## src/shbi_pkg.sv

```systemverilog
package shbi_pkg;

    localparam int unsigned HASH_W  = 32;
    localparam int unsigned BYTE_W  = 8;

    typedef logic [HASH_W-1:0] t_hash;
    typedef logic [BYTE_W-1:0] t_byte;

    localparam int unsigned ABSORB_SHL = 10;
    localparam int unsigned ABSORB_SHR = 6;
    localparam int unsigned MIX_SHL_A  = 3;
    localparam int unsigned MIX_SHR    = 11;
    localparam int unsigned MIX_SHL_B  = 15;

    localparam t_hash BUCKET_COUNT_RESET = 32'd13;

    typedef struct packed {
        logic full;
        logic empty;
    } t_q_status;

endpackage

```

## src/shbi_key_if.sv

```systemverilog
interface shbi_key_if;
    logic             valid;
    logic             ready;
    shbi_pkg::t_byte  key_byte;
    logic             end_of_key;

    modport source (output valid, output key_byte, output end_of_key, input ready);
    modport sink   (input valid, input key_byte, input end_of_key, output ready);
endinterface

```

## src/shbi_cfg_if.sv

```systemverilog
interface shbi_cfg_if;
    logic             valid;
    logic             ready;
    shbi_pkg::t_hash  data;

    modport source (output valid, output data, input ready);
    modport sink   (input valid, input data, output ready);
endinterface

```

## src/shbi_bucket_if.sv

```systemverilog
interface shbi_bucket_if;
    logic             valid;
    logic             ready;
    shbi_pkg::t_hash  bucket_index;

    modport source (output valid, output bucket_index, input ready);
    modport sink   (input valid, input bucket_index, output ready);
endinterface

```

## src/shbi_front.sv

```systemverilog
module shbi_front (
    input  logic                  i_clk,
    input  logic                  i_rst_n,
    shbi_key_if.sink              i_key,
    input  shbi_pkg::t_q_status   i_q_status,
    output logic                  o_q_push,
    output shbi_pkg::t_hash       o_q_data
);
    import shbi_pkg::*;

    t_hash r_hash;
    t_hash n_sum;
    t_hash n_hash;
    logic  n_accept;

    assign i_key.ready = !i_q_status.full;
    assign n_accept    = i_key.valid && i_key.ready;

    always_comb begin
        n_sum  = r_hash + {{(HASH_W-BYTE_W){1'b0}}, i_key.key_byte};
        n_sum  = n_sum + (n_sum << ABSORB_SHL);
        n_hash = n_sum ^ (n_sum >> ABSORB_SHR);
    end

    assign o_q_push = n_accept && i_key.end_of_key;
    assign o_q_data = r_hash;

    always_ff @(posedge i_clk) begin
        if (!i_rst_n) begin
            r_hash <= '0;
        end else if (n_accept) begin
            if (i_key.end_of_key) begin
                r_hash <= '0;
            end else begin
                r_hash <= n_hash;
            end
        end
    end

endmodule

```

## src/shbi_queue.sv

```systemverilog
module shbi_queue #(
    parameter int unsigned DEPTH = 2
) (
    input  logic                  i_clk,
    input  logic                  i_rst_n,
    input  logic                  i_push,
    input  shbi_pkg::t_hash       i_push_data,
    input  logic                  i_pop,
    output shbi_pkg::t_hash       o_pop_data,
    output shbi_pkg::t_q_status   o_status
);
    import shbi_pkg::*;

    localparam int unsigned AW = (DEPTH > 1) ? $clog2(DEPTH) : 1;
    localparam int unsigned CW = $clog2(DEPTH + 1);

    t_hash           r_mem [DEPTH];
    logic [AW-1:0]   r_wr_ptr;
    logic [AW-1:0]   r_rd_ptr;
    logic [CW-1:0]   r_count;
    logic            n_push;
    logic            n_pop;

    assign o_status.full  = (r_count == CW'(DEPTH));
    assign o_status.empty = (r_count == '0);
    assign o_pop_data     = r_mem[r_rd_ptr];
    assign n_push         = i_push && !o_status.full;
    assign n_pop          = i_pop && !o_status.empty;

    always_ff @(posedge i_clk) begin
        if (n_push) begin
            r_mem[r_wr_ptr] <= i_push_data;
        end
    end

    always_ff @(posedge i_clk) begin
        if (!i_rst_n) begin
            r_wr_ptr <= '0;
            r_rd_ptr <= '0;
            r_count  <= '0;
        end else begin
            if (n_push) begin
                r_wr_ptr <= (r_wr_ptr == AW'(DEPTH - 1)) ? '0 : r_wr_ptr + 1'b1;
            end
            if (n_pop) begin
                r_rd_ptr <= (r_rd_ptr == AW'(DEPTH - 1)) ? '0 : r_rd_ptr + 1'b1;
            end
            if (n_push && !n_pop) begin
                r_count <= r_count + 1'b1;
            end else if (n_pop && !n_push) begin
                r_count <= r_count - 1'b1;
            end
        end
    end

`ifndef SYNTHESIS
    a_no_push_when_full : assert property (@(posedge i_clk) disable iff (!i_rst_n)
        !(i_push && o_status.full))
        else $error("Queue written while full.");

    a_count_bounded : assert property (@(posedge i_clk) disable iff (!i_rst_n)
        r_count <= CW'(DEPTH))
        else $error("Queue fill count exceeds its depth.");
`endif

endmodule

```

## src/shbi_back.sv

```systemverilog
module shbi_back (
    input  logic                  i_clk,
    input  logic                  i_rst_n,
    input  shbi_pkg::t_hash       i_bucket_count,
    input  shbi_pkg::t_hash       i_q_data,
    input  shbi_pkg::t_q_status   i_q_status,
    output logic                  o_q_pop,
    shbi_bucket_if.source         o_bucket
);
    import shbi_pkg::*;

    typedef enum logic [1:0] {
        S_IDLE,
        S_MIX,
        S_DIV,
        S_OUT
    } t_state;

    localparam int unsigned SW = $clog2(HASH_W);

    t_state           r_state;
    logic [1:0]       r_step;
    logic [SW-1:0]    r_bit;
    t_hash            r_acc;
    t_hash            r_rem;
    t_hash            n_mix;
    logic [HASH_W:0]  n_shift;
    logic [HASH_W+1:0] n_diff;

    assign o_q_pop               = (r_state == S_IDLE) && !i_q_status.empty;
    assign o_bucket.valid        = (r_state == S_OUT);
    assign o_bucket.bucket_index = r_acc;

    always_comb begin
        unique case (r_step)
            2'd0:    n_mix = r_acc + (r_acc << MIX_SHL_A);
            2'd1:    n_mix = r_acc ^ (r_acc >> MIX_SHR);
            default: n_mix = r_acc + (r_acc << MIX_SHL_B);
        endcase
    end

    always_comb begin
        n_shift = {r_rem, r_acc[HASH_W-1]};
        n_diff  = {1'b0, n_shift} - {2'b00, i_bucket_count};
    end

    always_ff @(posedge i_clk) begin
        if (!i_rst_n) begin
            r_state <= S_IDLE;
            r_step  <= '0;
            r_bit   <= '0;
        end else begin
            unique case (r_state)
                S_IDLE: begin
                    if (!i_q_status.empty) begin
                        r_acc   <= i_q_data;
                        r_step  <= '0;
                        r_state <= S_MIX;
                    end
                end
                S_MIX: begin
                    r_acc  <= n_mix;
                    r_step <= r_step + 1'b1;
                    if (r_step == 2'd2) begin
                        r_rem <= '0;
                        r_bit <= '0;
                        r_state <= (i_bucket_count == '0) ? S_OUT : S_DIV;
                    end
                end
                S_DIV: begin
                    r_bit <= r_bit + 1'b1;
                    if (!n_diff[HASH_W+1]) begin
                        r_rem <= n_diff[HASH_W-1:0];
                    end else begin
                        r_rem <= n_shift[HASH_W-1:0];
                    end
                    if (r_bit == SW'(HASH_W - 1)) begin
                        r_acc   <= (!n_diff[HASH_W+1]) ? n_diff[HASH_W-1:0]
                                                       : n_shift[HASH_W-1:0];
                        r_state <= S_OUT;
                    end else begin
                        r_acc <= {r_acc[HASH_W-2:0], 1'b0};
                    end
                end
                S_OUT: begin
                    if (o_bucket.ready) begin
                        r_state <= S_IDLE;
                    end
                end
                default: r_state <= S_IDLE;
            endcase
        end
    end

`ifndef SYNTHESIS
    a_rem_below_count : assert property (@(posedge i_clk) disable iff (!i_rst_n)
        (r_state == S_DIV) |-> (r_rem < i_bucket_count))
        else $error("Partial remainder not below the bucket count.");

    a_result_in_range : assert property (@(posedge i_clk) disable iff (!i_rst_n)
        (o_bucket.valid && i_bucket_count != '0) |-> (r_acc < i_bucket_count))
        else $error("Bucket index not below the bucket count.");

    a_pop_only_idle : assert property (@(posedge i_clk) disable iff (!i_rst_n)
        o_q_pop |=> (r_state == S_MIX && r_step == 2'd0))
        else $error("Queue entry taken without starting the final mix.");
`endif

endmodule

```

## src/string_hash_bucket_index.sv

```systemverilog
// Bucket index by the one-at-a-time string hash. Key bytes arrive one per
// transaction with end_of_key low and are folded into the running hash at one
// per cycle while the queue has room; a transaction with end_of_key high (its
// byte ignored) closes the key and queues the raw hash. A back stage applies
// the final mix and reduces it modulo bucket_count with a restoring divider
// that retires one bit per cycle; it takes the next queued key only after the
// current result has been accepted. When bucket_count is zero the divider is
// skipped and the full mixed hash is returned. The queue holds QUEUE_DEPTH
// finished keys; key bytes keep flowing while it has room. An empty key gives
// bucket 0. Write bucket_count only while idle.
module string_hash_bucket_index #(
    parameter int unsigned QUEUE_DEPTH = 2
) (
    input  logic           i_clk,
    input  logic           i_rst_n,
    shbi_key_if.sink       i_key,
    shbi_cfg_if.sink       i_cfg,
    shbi_bucket_if.source  o_bucket
);
    import shbi_pkg::*;

    t_hash      r_bucket_count;
    logic       q_push;
    t_hash      q_push_data;
    logic       q_pop;
    t_hash      q_pop_data;
    t_q_status  q_status;

    assign i_cfg.ready = 1'b1;

    always_ff @(posedge i_clk) begin
        if (!i_rst_n) begin
            r_bucket_count <= BUCKET_COUNT_RESET;
        end else if (i_cfg.valid && i_cfg.ready) begin
            r_bucket_count <= i_cfg.data;
        end
    end

    shbi_front u_front (
        .i_clk      (i_clk),
        .i_rst_n    (i_rst_n),
        .i_key      (i_key),
        .i_q_status (q_status),
        .o_q_push   (q_push),
        .o_q_data   (q_push_data)
    );

    shbi_queue #(
        .DEPTH (QUEUE_DEPTH)
    ) u_queue (
        .i_clk       (i_clk),
        .i_rst_n     (i_rst_n),
        .i_push      (q_push),
        .i_push_data (q_push_data),
        .i_pop       (q_pop),
        .o_pop_data  (q_pop_data),
        .o_status    (q_status)
    );

    shbi_back u_back (
        .i_clk          (i_clk),
        .i_rst_n        (i_rst_n),
        .i_bucket_count (r_bucket_count),
        .i_q_data       (q_pop_data),
        .i_q_status     (q_status),
        .o_q_pop        (q_pop),
        .o_bucket       (o_bucket)
    );

endmodule

```

## src/flat_wrapper.sv

```systemverilog
// flat-port wrapper written by rule: the top's interface ports become plain ports
module string_hash_bucket_index_flat import shbi_pkg::*;
#(
    parameter int unsigned QUEUE_DEPTH = 2
)
  (i_clk, i_rst_n, i_key_valid, i_key_key_byte, i_key_end_of_key, i_key_ready, i_cfg_valid, i_cfg_data, i_cfg_ready, o_bucket_valid, o_bucket_bucket_index, o_bucket_ready);
  shbi_key_if i_key_i ();
  shbi_cfg_if i_cfg_i ();
  shbi_bucket_if o_bucket_i ();
  input  logic i_clk;
  input  logic i_rst_n;
  input wire logic [$bits(i_key_i.valid)-1:0] i_key_valid;
  input wire logic [$bits(i_key_i.key_byte)-1:0] i_key_key_byte;
  input wire logic [$bits(i_key_i.end_of_key)-1:0] i_key_end_of_key;
  output wire logic [$bits(i_key_i.ready)-1:0] i_key_ready;
  input wire logic [$bits(i_cfg_i.valid)-1:0] i_cfg_valid;
  input wire logic [$bits(i_cfg_i.data)-1:0] i_cfg_data;
  output wire logic [$bits(i_cfg_i.ready)-1:0] i_cfg_ready;
  output wire logic [$bits(o_bucket_i.valid)-1:0] o_bucket_valid;
  output wire logic [$bits(o_bucket_i.bucket_index)-1:0] o_bucket_bucket_index;
  input wire logic [$bits(o_bucket_i.ready)-1:0] o_bucket_ready;
  assign i_key_i.valid = i_key_valid;
  assign i_key_i.key_byte = i_key_key_byte;
  assign i_key_i.end_of_key = i_key_end_of_key;
  assign i_key_ready = i_key_i.ready;
  assign i_cfg_i.valid = i_cfg_valid;
  assign i_cfg_i.data = i_cfg_data;
  assign i_cfg_ready = i_cfg_i.ready;
  assign o_bucket_valid = o_bucket_i.valid;
  assign o_bucket_bucket_index = o_bucket_i.bucket_index;
  assign o_bucket_i.ready = o_bucket_ready;
  string_hash_bucket_index #(.QUEUE_DEPTH(QUEUE_DEPTH)) u_core (.i_clk(i_clk), .i_rst_n(i_rst_n), .i_key(i_key_i), .i_cfg(i_cfg_i), .o_bucket(o_bucket_i));
endmodule
```

## config.mk

```make
export PLATFORM = sky130hd
export DESIGN_NAME = string_hash_bucket_index_flat
export DESIGN_NICKNAME = d
export VERILOG_FILES = /design/src/shbi_pkg.sv /design/src/shbi_key_if.sv /design/src/shbi_cfg_if.sv /design/src/shbi_bucket_if.sv /design/src/shbi_front.sv /design/src/shbi_queue.sv /design/src/shbi_back.sv /design/src/string_hash_bucket_index.sv /design/src/flat_wrapper.sv
export SDC_FILE = /design/constraint.sdc
export NUM_CORES = 1
export LEC_CHECK = 0
export BUFFER_PORTS_ARGS = -buffer_cell sky130_fd_sc_hd__buf_2
export CORE_UTILIZATION = 55
export DETAILED_ROUTE_END_ITERATION = 7
export PLACE_DENSITY = 0.8
export RECOVER_POWER = 25
export SLEW_MARGIN = 20
export SYNTH_ARGS = -nofsm -noshare
export SYNTH_HDL_FRONTEND = slang
export SYNTH_SLANG_ARGS = --single-unit
export TNS_END_PERCENT = 20
```

## constraint.sdc

```tcl
create_clock -name i_clk -period 13.7 [get_ports i_clk]
set_clock_uncertainty 0.1 [all_clocks]
set_input_delay 2.74 -clock i_clk [delete_from_list [all_inputs] [get_ports i_clk]]
set_output_delay 2.74 -clock i_clk [all_outputs]
set_load 0.01 [all_outputs]
```

; Yosys cells after proc, flatten, opt, wreduce, memory -nomap -nowiden
; Memories as Yosys holds them, arrays and structs flattened. A register that Yosys moved wholly into a read port is not among the register bits.
; Cells that the tools add are included.
[totals]
reg_bits = 141
latch_bits = 0
mem_bits_rw = 64
mem_bits_ro = 0
input_bits = 46
output_inout_bits = 35
elab_cells = 85
mem_count = 1
[classes]
add_sub_neg = 11
n_mul = 0
div = 0
n_lt_le_gt_ge = 0
n_eq_ne = 11
n_shift = 0
n_mux = 26
bitwise_logic = 2
n_reduce_logical = 24
[memory_table]
columns = name, words, word_bits, rd, rd_ports_with_merged_regs, wr, line
row1 = u_core.u_queue.r_mem, 2, 32, 1, 1, 1, shbi_queue.sv:17  ; t_hash r_mem [DEPTH];
[op_table]
columns = op, count
row1 = $mux 32, 5
row2 = $pmux 32 s2, 2
row3 = $add 32x32->32, 3
row4 = $pmux 32 s3, 1
row5 = $sub 33x32->34, 1
row6 = $add 32x8->32, 1
row7 = $logic_not 32->1, 1
row8 = $xor 32x21->32, 1
row9 = $xor 32x26->32, 1
row10 = $mux 2, 7
row11 = $pmux 5 s2, 1
row12 = $eq 2x2->1 const B, 4
row13 = $pmux 2 s4, 1
row14 = $logic_and 1x1->1, 7
row15 = $mux 1, 7
row16 = $logic_not 2->1, 3
row17 = $ne 2x2->1 const B, 3
row18 = $reduce_and 3->1, 2
row19 = $reduce_bool 2->1, 3
row20 = $add 5x1->5 const B, 1
row21 = $eq 5x5->1 const B, 1
row22 = $mux 5, 1
row23 = $add 2x1->2 const B, 2
row24 = $eq 2x1->1 const B, 2
row25 = other kinds (8), 13

; Logic depth before layout (Yosys ltp)
[depth]
word_depth = 9
depth_mapped = 26
ltp_nobuf = 26

; By module
; From an unflattened synthesis, not the netlist that was laid out.
[hier_totals]
cells_unflattened = 1662
area_unflattened_um2 = 15692.6
[by_module_without_submodules]
columns = module, instances, cells_each, area_per_inst_um2, seq_area_each_um2
row1 = shbi_back, 1, 1011, 8368.0, 2102.0
row2 = shbi_front, 1, 421, 3540.9, 640.6
row3 = shbi_queue, 1, 125, 2536.2, 2021.9
row4 = string_hash_bucket_index, 1, 105, 1247.4, 640.6

; Worst setup path after synthesis
; OpenSTA, ideal clock, no wires.
[synth_timing]
path_type = in2reg
from = in i_key_key_byte[0]
to = reg u_core.u_front.r_hash[24], in the netlist u_core.u_front.o_q_data[24]
setup_time_ps = 118
arrival_time_ps = 7091
required_time_ps = 13482
path_slack_ps = 6390
path_stages = 26
path_buffers = 0
cell_sequence = ha_1 inv_1 fa_1 nor2b_1 o21ai_0 a21boi_0 o21ai_0 a21boi_0 o21ai_0 nand2_1 and3_1 xor2_1 ha_1 inv_1 fa_1 nor2b_1 o21a_1 o21ai_0 nor4_1 a211oi_2 o31ai_2 a211oi_1 o311a_1 xnor2_1 a22oi_1 nor2b_1
[synth_between]
elab_chain_len = 4
[synth_rtl]
columns = element, line
row1 = start: declaration, flat_wrapper.sv:13  ; input wire logic [$bits(i_key_i.key_byte)-1:0] i_key_key_byte;
row2 = $add 32x8->32, shbi_front.sv:20  ; n_sum = r_hash + {{(HASH_W-BYTE_W){1'b0}}, i_key.key_byte};
row3 = $add 32x32->32, shbi_front.sv:21  ; n_sum = n_sum + (n_sum << ABSORB_SHL);
row4 = $xor 32x26->32, shbi_front.sv:22  ; n_hash = n_sum ^ (n_sum >> ABSORB_SHR);
row5 = $mux 32, shbi_front.sv:32  ; if (i_key.end_of_key) begin
row6 = end signal: assignment, shbi_front.sv:35  ; r_hash <= n_hash;
row7 = end: declaration, shbi_front.sv:11  ; t_hash r_hash;
; No other way between the ends.
; A chain may end at the register's enable or synchronous reset.

; Worst setup path after layout
; Ends and elaborated chain as after synthesis.

==> PnR_summary.wiki <==
{| class="wikitable"
! Metric !! Value
|-
| Worst Max-Slew Pin Slew || 1940 ps
|-
| Count of warnings emitted by yosys || 0
|-
| End point of the critical path || u_core.u_front.o_q_data[24]
|-
| Period utilization || 55.2%
|-
| Total area of multi-input combinational cells || 0.00925 mm^2
|-
| Cell type with the highest occurrence count on the critical path || sky130_fd_sc_hd__o21ai_0
|-
| Final design utilization || 61.9%
|-
| DRC errors left || 0
|-
| Total congestion overflow || 0
|-
| Number of buffers inserted by port buffering || 79
|-
| Number of design-rule violations left by the first detailed-router iteration || 1309
|-
| Final RePlAce weighted congestion || 1.00
|-
| Critical Path Sink Type || register
|-
| Synthesized area divided by synthesized cell count || 9.33 um^2
|-
| Number of optimization iterations in the first detailed-route pass || 7
|-
| Clock insertion delay at the later pin of the skew report || 530 ps
|-
| Capture point of the worst reg-to-reg path || u_core.u_front.o_q_data[24]
|-
| Post-route ant nets || 0
|-
| R2r startpoint || u_core.u_front.o_q_data[0]
|-
| Max frequency || 132 MHz
|-
| Arrival time of the worst setup path || 7880 ps
|-
| Post CTS Setup Buffer Count || 0
|-
| Result of the run || finished with violations
|-
| Post-detailed-route wirelength per cell || 20.7 um
|-
| Post-cts gate resize count || 0
|-
| Maximum number of pins on one net before global-route repair || 61
|-
| Synth-to-layout area growth || 9.91%
|-
| Die X-Extent || 168 um
|-
| FF/Latch Area || 0.00541 mm^2
|-
| Number of buffers inserted during clock tree synthesis || 24
|-
| Count of hold buffers inserted by post-cts repair || 0
|-
| Element type at the critical path start || input pin
|-
| #FFs+latches synth || 206
|-
| Library cells used by synthesis || 86
|-
| Met3 wire length || 3050 um
|-
| Met2 wire length || 20200 um
|-
| Via count || 13000
|-
| Accumulated negative setup slack || 0 ps
|-
| Initial Utilization || 56.3%
|-
| Routed vias/inst || 6.36
|-
| Kind of critical path || input pin to register
|-
| Final-report setup violation count || 0
|-
| Cell type with the highest aggregate area in the netlist || sky130_fd_sc_hd__edfxtp_1
|-
| Leading cell type by number of instances after synthesis || sky130_fd_sc_hd__nor2_1
|-
| Detailed-route wire length || 42400 um
|-
| H-tree levels || 1
|-
| Worst VDD drop || 0.000115 V
|-
| Most common flop cell mapped by yosys || sky130_fd_sc_hd__edfxtp_1
|-
| Final-report hold violation count || 0
|-
| Max-capacitance violation count || 2
|-
| Worst rel slew slack || -29.2%
|-
| Final-report max-slew violation count || 83
|-
| ANT cells || 0
|-
| Classification of the worst-slack hold path || register to register
|-
| Stage delay of the slowest cell on the critical path || 420 ps
|-
| FF-to-FF path depth || 26
|-
| Critical hold path startpoint || u_core.r_bucket_count[31]
|-
| EDFF count, synth || 128
|-
| Number of sinks on the clock net || 206
|-
| Slowest stage cell, crit path || sky130_fd_sc_hd__o31ai_2
|-
| Highest metal layer used by the detailed router || met4
|-
| Initial antenna violation count || 0
|-
| Number of rows created at floorplan || 60
|-
| Maximum net fanout on the critical path || 8
|-
| Met1 wire length || 17200 um
|-
| Net count after synthesis || 1797
|-
| Most area-consuming cells after synthesis || sky130_fd_sc_hd__edfxtp_1, sky130_fd_sc_hd__dfxtp_1, sky130_fd_sc_hd__ha_1
|-
| Die area || 0.0283 mm^2
|-
| Core outline area || 0.0270 mm^2
|-
| Area fraction of the dominant cell type after synthesis || 25.3%
|-
| Minimum setup slack among reg-to-reg paths || 7940 ps
|-
| Most used standard cells in the synthesized netlist || sky130_fd_sc_hd__nor2_1, sky130_fd_sc_hd__edfxtp_1, sky130_fd_sc_hd__ha_1, sky130_fd_sc_hd__a21oi_1, sky130_fd_sc_hd__nand2_1
|-
| Clk buf depth || 3
|-
| Violated checks || max-capacitance violations, max-slew violations
|-
| Cell count after synthesis || 1632
|-
| Total number of nets in the final design || 1857
|-
| Startpoint of the most critical setup path || i_key_key_byte[0]
|-
| Fillcell total || 2239
|-
| Wire length of the first global-routing pass || 65800 um
|-
| DIE HEIGHT || 168 um
|-
| Share of cells above drive strength 1 || 10.0%
|-
| Required arrival time at the worst endpoint || 14010 ps
|-
| Combined global-route utilization of all metal layers || 29.5%
|-
| Post-DP HPWL || 32000 um
|-
| Async S/R FF share, synth || 0%
|-
| Number of global-route vias before repair || 12400
|-
| Clock transition at the registers of the reported paths || 60 ps
|-
| Summed instance area of the synthesized netlist || 0.0152 mm^2
|-
| Library cell used as clock root buffer || sky130_fd_sc_hd__clkbuf_16
|-
| Leakage power figure || 6.88 nW
|-
| Period minus WS final || 7570 ps
|-
| Sequential fraction of the synthesis area || 35.5%
|-
| Pwr dens || 244 mW/mm^2
|-
| TritonCTS clock tree || yes
|-
| Unrepaired setup endpoints after global routing || false
|-
| I/O Pins || 81
|}
[routing by layer]
layer  global-route usage, %  up-vias
met5                       0        -
met4                    14.2        0
met3                    3.78      129
met2                    50.6      573
met1                    36.8     6156
li1                        -     6177
[cells in the final DEF, fill, tap and decap left out, types with 13 or more instances in the layout]
| master | n |
|---|---|
| sky130_fd_sc_hd__nand3_1 | 40 |
| sky130_fd_sc_hd__a31oi_1 | 20 |
| sky130_fd_sc_hd__nand2_1 | 95 |
| sky130_fd_sc_hd__and3_1 | 27 |
| sky130_fd_sc_hd__a21o_1 | 54 |
| sky130_fd_sc_hd__ha_1 | 114 |
| sky130_fd_sc_hd__a21oi_1 | 95 |
| sky130_fd_sc_hd__clkbuf_16 | 26 |
| sky130_fd_sc_hd__dfxtp_1 | 77 |
| sky130_fd_sc_hd__mux2i_1 | 77 |
| sky130_fd_sc_hd__xor2_1 | 75 |
| sky130_fd_sc_hd__inv_1 | 86 |
| sky130_fd_sc_hd__buf_2 | 79 |
| sky130_fd_sc_hd__nor2b_1 | 40 |
| sky130_fd_sc_hd__edfxtp_1 | 128 |
| sky130_fd_sc_hd__nand4_1 | 14 |
| sky130_fd_sc_hd__xnor2_1 | 83 |
| sky130_fd_sc_hd__nor2_1 | 129 |
| sky130_fd_sc_hd__and2_1 | 18 |
| sky130_fd_sc_hd__a22oi_1 | 38 |
| sky130_fd_sc_hd__nand2b_1 | 18 |
| sky130_fd_sc_hd__o21ai_0 | 79 |
| sky130_fd_sc_hd__a211oi_1 | 13 |
| sky130_fd_sc_hd__buf_4 | 14 |
| sky130_fd_sc_hd__nor3_1 | 29 |
| sky130_fd_sc_hd__o221ai_1 | 18 |
[kinds of logic after synthesis]
family                   after synthesis  share of synthesized area, %
AO/OA/AOI/OAI                        451                          20.5
XOR/XNOR                             160                          9.35
adder cells (fa/ha/maj)              119                          10.0
buffers and inverters                149                          3.81
flip-flops                           206                          35.5
multiplexers                          86                          5.73
other                                  1                        0.0246
AND/OR/NAND/NOR                      460                          15.0
[power by group]
group	switching [mW]	leakage (nW)	total [mW]	internal, mW
clock network	0.259	0.398	0.645	0.387
logic	1.39	4.63	2.34	0.958
registers	0.247	1.85	1.09	0.846
[worst min path at each step]
stage / to / slack [ps] / cells after the start
after CTS: u_core.r_bucket_count[31] / 400 / 2
after detailed placement: u_core.r_bucket_count[31] / 390 / 2
after global routing: u_core.u_queue.r_mem[1][2] / 440 / 0
after floorplan: u_core.u_queue.r_mem[0][25] / 320 / 0
after global placement: u_core.r_bucket_count[11] / 380 / 2
final: u_core.r_bucket_count[31] / 400 / 2
[registers in the layout, summed over array words and instances, names as in the netlist, named ones only]
name                                 cells
u_core.u_queue.r_wr_ptr                  1
u_core.u_back.r_step                     2
u_core.u_back.r_bit                      5
u_core.u_queue.r_rd_ptr                  1
u_core.u_back.r_rem                     32
u_core.u_front.o_q_data                 32
u_core.u_back.r_state                    2
u_core.u_back.o_bucket.bucket_index     32
u_core.u_queue.r_count                   2
u_core.r_bucket_count                   32
u_core.u_queue.r_mem                    64
[worst max-delay path, delay by kind of cell]
| kind | cells | cell delay [ps] |
|---|---|---|
| compound gates | 12 | 2300 |
| xor+xnor | 2 | 290 |
| simple gates | 6 | 1100 |
| buf+inv | 3 | 220 |
| fa+ha+maj | 4 | 1220 |
[layout make-up]
type | count | area share, %
clock inverter | 9 | 0.479
timing repair buffer | 95 | 3.04
sequential | 206 | 32.3
tap | 341 | 2.55
inverter | 88 | 1.97
multi-input combinational | 1277 | 55.3
clock buffer | 35 | 4.33
[per-stage QoR]
| step | setup slack [ps] | instances | cell area, um^2 | hold WS, ps | total power [mW] |
|---|---|---|---|---|---|
| 3_3_place_gp | 5820 | 2007 | 15900 | 376 | 3.34 |
| 3_5_place_dp | 5680 | 2007 | 15900 | 390 | 3.39 |
| 6_report | 6130 | 2051 | 16700 | 400 | 4.08 |
| 4_1_cts | 6200 | 2051 | 16700 | 403 | 4.04 |
| 2_1_floorplan | 6390 | 1632 | 15200 | 320 | 2.74 |
| 5_1_grt | 5710 | 2051 | 16700 | 442 | 4.33 |
Power figures use the tool's default switching activity.
